--- src/sv/vlmr_pkg.sv ---
`timescale 1ns / 1ps
// ----------------------------------------------------------------------------
// vlmr_pkg
// Shared constants, codes and types of the message ring core.
// ----------------------------------------------------------------------------
package vlmr_pkg;

   localparam int RING_DEPTH   = 1024;
   localparam int LINE_BYTES   = 64;
   localparam int HEADER_BYTES = 8;
   localparam int LINE_SHIFT   = $clog2(LINE_BYTES);

   localparam int ADDR_W  = $clog2(RING_DEPTH);  // line index
   localparam int LINES_W = ADDR_W + 1;          // line count, holds RING_DEPTH
   localparam int ENTRY_W = 49;                  // pad mark, size, id
   localparam int PAD_BIT = 48;

   typedef enum logic [1:0] {
      ACT_WRITE   = 2'd0,
      ACT_PEEK    = 2'd1,
      ACT_CONSUME = 2'd2
   } action_type;

   typedef enum logic [2:0] {
      STS_OK       = 3'd0,
      STS_NO_ROOM  = 3'd1,
      STS_EMPTY    = 3'd2,
      STS_BAD_ID   = 3'd3,
      STS_BAD_SIZE = 3'd4
   } status_type;

   typedef enum logic [1:0] {
      FSM_IDLE,
      FSM_EXEC,
      FSM_PAD,
      FSM_ZERO
   } fsm_type;

   // configuration handed from the register block to the core
   typedef struct packed {
      logic [LINES_W-1:0] lines;   // clamped line count
      logic               clear;   // ring_lines written this cycle
   } cfg_type;

endpackage

--- src/sv/vlmr_csr.sv ---
`timescale 1ns / 1ps
// ----------------------------------------------------------------------------
// vlmr_csr
// APB register block holding ring_lines; a write also empties the ring.
// ----------------------------------------------------------------------------
module vlmr_csr (
   input  logic                  clock,
   input  logic                  reset,
   input  logic                  psel,
   input  logic                  penable,
   input  logic                  pwrite,
   input  logic [2:0]            paddr,
   input  logic [31:0]           pwdata,
   output logic [31:0]           prdata,
   output logic                  pready,
   output vlmr_pkg::cfg_type     cfg
);

   localparam logic REG_RING_LINES = 1'b0;

   logic [vlmr_pkg::LINES_W-1:0] lines_ff;
   logic [vlmr_pkg::LINES_W-1:0] lines_in;
   logic                         wr_hit;

   assign pready = 1'b1;
   assign wr_hit = psel && penable && pwrite && (paddr[2] == REG_RING_LINES);

   always_comb begin
      lines_in = lines_ff;
      if (wr_hit) begin
         lines_in = pwdata[vlmr_pkg::LINES_W-1:0];
      end
   end

   always_ff @(posedge clock) begin
      if (reset) begin
         lines_ff <= vlmr_pkg::LINES_W'(vlmr_pkg::RING_DEPTH);
      end else begin
         lines_ff <= lines_in;
      end
   end

   // clamp to 2..RING_DEPTH
   always_comb begin
      cfg.clear = wr_hit;
      if (lines_ff < vlmr_pkg::LINES_W'(2)) begin
         cfg.lines = vlmr_pkg::LINES_W'(2);
      end else if (lines_ff > vlmr_pkg::LINES_W'(vlmr_pkg::RING_DEPTH)) begin
         cfg.lines = vlmr_pkg::LINES_W'(vlmr_pkg::RING_DEPTH);
      end else begin
         cfg.lines = lines_ff;
      end
   end

   always_comb begin
      if (paddr[2] == REG_RING_LINES) begin
         prdata = 32'(lines_ff);
      end else begin
         prdata = '0;
      end
   end

endmodule

--- config.mk ---
export PLATFORM = sky130hd
export DESIGN_NAME = vlmr_csr
export DESIGN_NICKNAME = d
export VERILOG_FILES = /design/src/sv/vlmr_pkg.sv /design/src/sv/vlmr_csr.sv
export SDC_FILE = /design/constraint.sdc
export NUM_CORES = 1
export LEC_CHECK = 0
export BUFFER_PORTS_ARGS = -buffer_cell sky130_fd_sc_hd__buf_4
export CORE_MARGIN = 1
export CORE_UTILIZATION = 31
export CTS_BUF_LIST = sky130_fd_sc_hd__clkbuf_8
export DETAILED_ROUTE_END_ITERATION = 16
export GPL_TIMING_DRIVEN = 0
export HOLD_SLACK_MARGIN = 0.1
export PLACE_DENSITY = 0.77
export RECOVER_POWER = 100
export SYNTH_ARGS = -nofsm -noshare
export SYNTH_HDL_FRONTEND = slang
export SYNTH_SLANG_ARGS = --single-unit
--- constraint.sdc ---
create_clock -name clock -period 0.95 [get_ports clock]
set_clock_uncertainty 0.1 [all_clocks]
set_input_delay 0.0475 -clock clock [delete_from_list [all_inputs] [get_ports clock]]
set_output_delay 0.0475 -clock clock [all_outputs]
set_load 0.03 [all_outputs]
==> results.cfg <==
[finish]
instances_no_fill = 215
regMostFlops = lines_ff
drive_above_1_share_pct = 62.57
fin_nets = 228
antenna_cells = 0
reg_top3 = lines_ff x11
post-route-util_pct = 75.92
largest_reg_flops = 11
synthToLayoutAreaGrowth_pct = 125.3
final_area_sq_um = 1728

[floorplan]
rows = 17
fp.coreArea_sq_um = 2276
die_height_microns = 51.74
initial_utilization_pct = 33.70
io_pins = 85
die_x_microns = 51.74
die-area_sq_um = 2677

[yosys]
yosysUniqueCellTypes = 16
synth_area_per_cell_sq_um = 7.519
synthFlopType = dfxtp_1
ys_warn_count = 0
synth_edf_count = 0
syn-instance-count = 102
post-synth-top-area-fraction_pct = 28.71
synth_most_common_cell = buf_4
synth_area_sq_um = 767.0
yosys.area.top_type = dfxtp_1
ys_seq_area_share_pct = 28.71
async_reset_ff_share_pct = 0
synth_area_leaders = dfxtp_1, buf_4, nor2b_1
synth_seq_cells = 11
ys_top_cells_by_count = buf_4, nand2_1, nor2b_1

[sta]
fin_crit_sh_pct = 171.5
setup-tns-final_ns = -5.141
fmax_mhz = 613.8
whs_ns = 0.2020
grt_setup_unrepaired = true
finalCriticalPeriod_ns = 1.629
final-hold-violation-count = 0
worst_slack_ns = -0.6791
worst_pin_slew_ns = 0.5434
setup_violations = 30
relSlewSlack_pct = 63.77
drv_slew = 0

[setup_path]
path_class = register to primary output
reg2reg_depth = 5
worstPathMaxFanout = 2
end_kind = primary output
cp.required_ns = 0.80
arrival_ns = 1.48
critPathLaunchType = register

[detailed_routing]
num_vias = 985
drt_wl_total_microns = 3489
wire_per_inst_microns = 16.23
firstDrtPassIters = 4
initialDrtViolationCount = 28
via_per_inst = 4.581
ant_nets = 0
drc = 0

[placement]
postPlaceCellArea_sq_um = 1231
port_buffers = 39
post-place-cells = 189
dp_hpwl_microns = 1428
place_congestion = 0.7139

[status]
violations = negative setup slack
outcome = finished with violations

[power_and_ir_drop]
p_leak_uw = 0.0008182
powerDensity_nw_per_um2 = 836.4
irDropWorstVdd_v = 0.0007854

[run]
max_cap_violations = 0

[global_routing]
grt_pass1_wl_microns = 3967
gr-total-overflow = 0
antenna_found_initial = 0
grt_pass1_vias = 855
grtUsageTotal_pct = 21.19
grt_max_degree = 11

[worst_hold_path]
min_path_type = input pin to register
worstHoldPathCells = 5

[clock_tree]
htreeDepth = 1
cts_root_buf = clkbuf_8
cts_buffer_depth = 2
insertion_delay_ns = 0.24
cts_tree = done
cts.sinks = 11
cts_made_buffers = 3
clk_pin_slew_ns = 0.05
-- repair_timing --
item                                   4_1_cts  5_1_grt
buffers inserted                             5        5
setup endpoints to repair                   24       24
pin swaps                                    4        3
endpoints found under the hold margin       11        0
gates cloned                                 1        0
hold buffers                                12        0
gates resized for setup                     35       38
-- final cells by class --
type	instances	area [sq um]
timing repair buffer	61	575.6
buffer	29	236.5
tap	28	35.03
sequential	11	254.0
fill	125	548.0
inverter	3	23.77
clock buffer	3	41.29
clock inverter	1	3.754
multi-input combinational	79	558.0
-- cells by family after synthesis --
kind of cell           count (synthesis)  synth area share, %
AOI/OAI and AO/OA                     13                9.625
buffers and inverters                 32                28.71
DFF                                   11                28.71
other                                  2               0.9792
and+or+nand+nor                       44                31.97
-- cells in the final DEF, fill, tap and decap left out, drive strengths merged --
cell         count
a211o            1
nor4             2
o211a            1
nand2           21
a21oi           11
clkbuf           8
nand4b           1
clkinv           1
inv              3
dfxtp           11
nor2             3
buf             73
dlygate4sd3     12
nor2b           17
conb            22
-- per-stage QoR --
stage          total power (uW)  worst slack [ns]
2_1_floorplan             776.9           -0.1756
3_3_place_gp              861.6           -0.3739
3_5_place_dp              865.0           -0.3773
4_1_cts                    1392           -0.5837
5_1_grt                    1500           -0.6917
6_report                   1445           -0.6791
-- critical path, cell delays in order (launching register included) --
cell and delay [ns]:
dfxtp_4 0.35, nor4_4 0.33, nand2_2 0.15, o211a_4 0.27, buf_6 0.13
-- per-layer routing --
metal / routed length [microns] / track usage [%] / vias up
met5: 0 / 0 / -
met3: 344 / 2.339 / 13
met4: 138 / 13.96 / 0
met1: 1367 / 22.65 / 445
li1: - / - / 442
met2: 1639 / 38.74 / 85
-- path summary, 6_finish.rpt --
kind                                    from      endpoint  slack (ns)
worst max-delay path             lines_ff[2]        cfg[1]       -0.68
worst min-delay path                 penable  lines_ff[10]        0.20
worst max register to register  lines_ff[10]  lines_ff[10]       -0.20
worst min register to register   lines_ff[1]   lines_ff[1]        0.42
-- where the power goes --
part	total [uW]	switching, uW	leakage, uW	internal, uW
Combinational	504	275	0.000695	229
Clock	468	183	0.0000269	284
Sequential	474	17.6	0.0000960	456
Total	1450	476	0.000818	970
(Power assumes the default switching activity.)
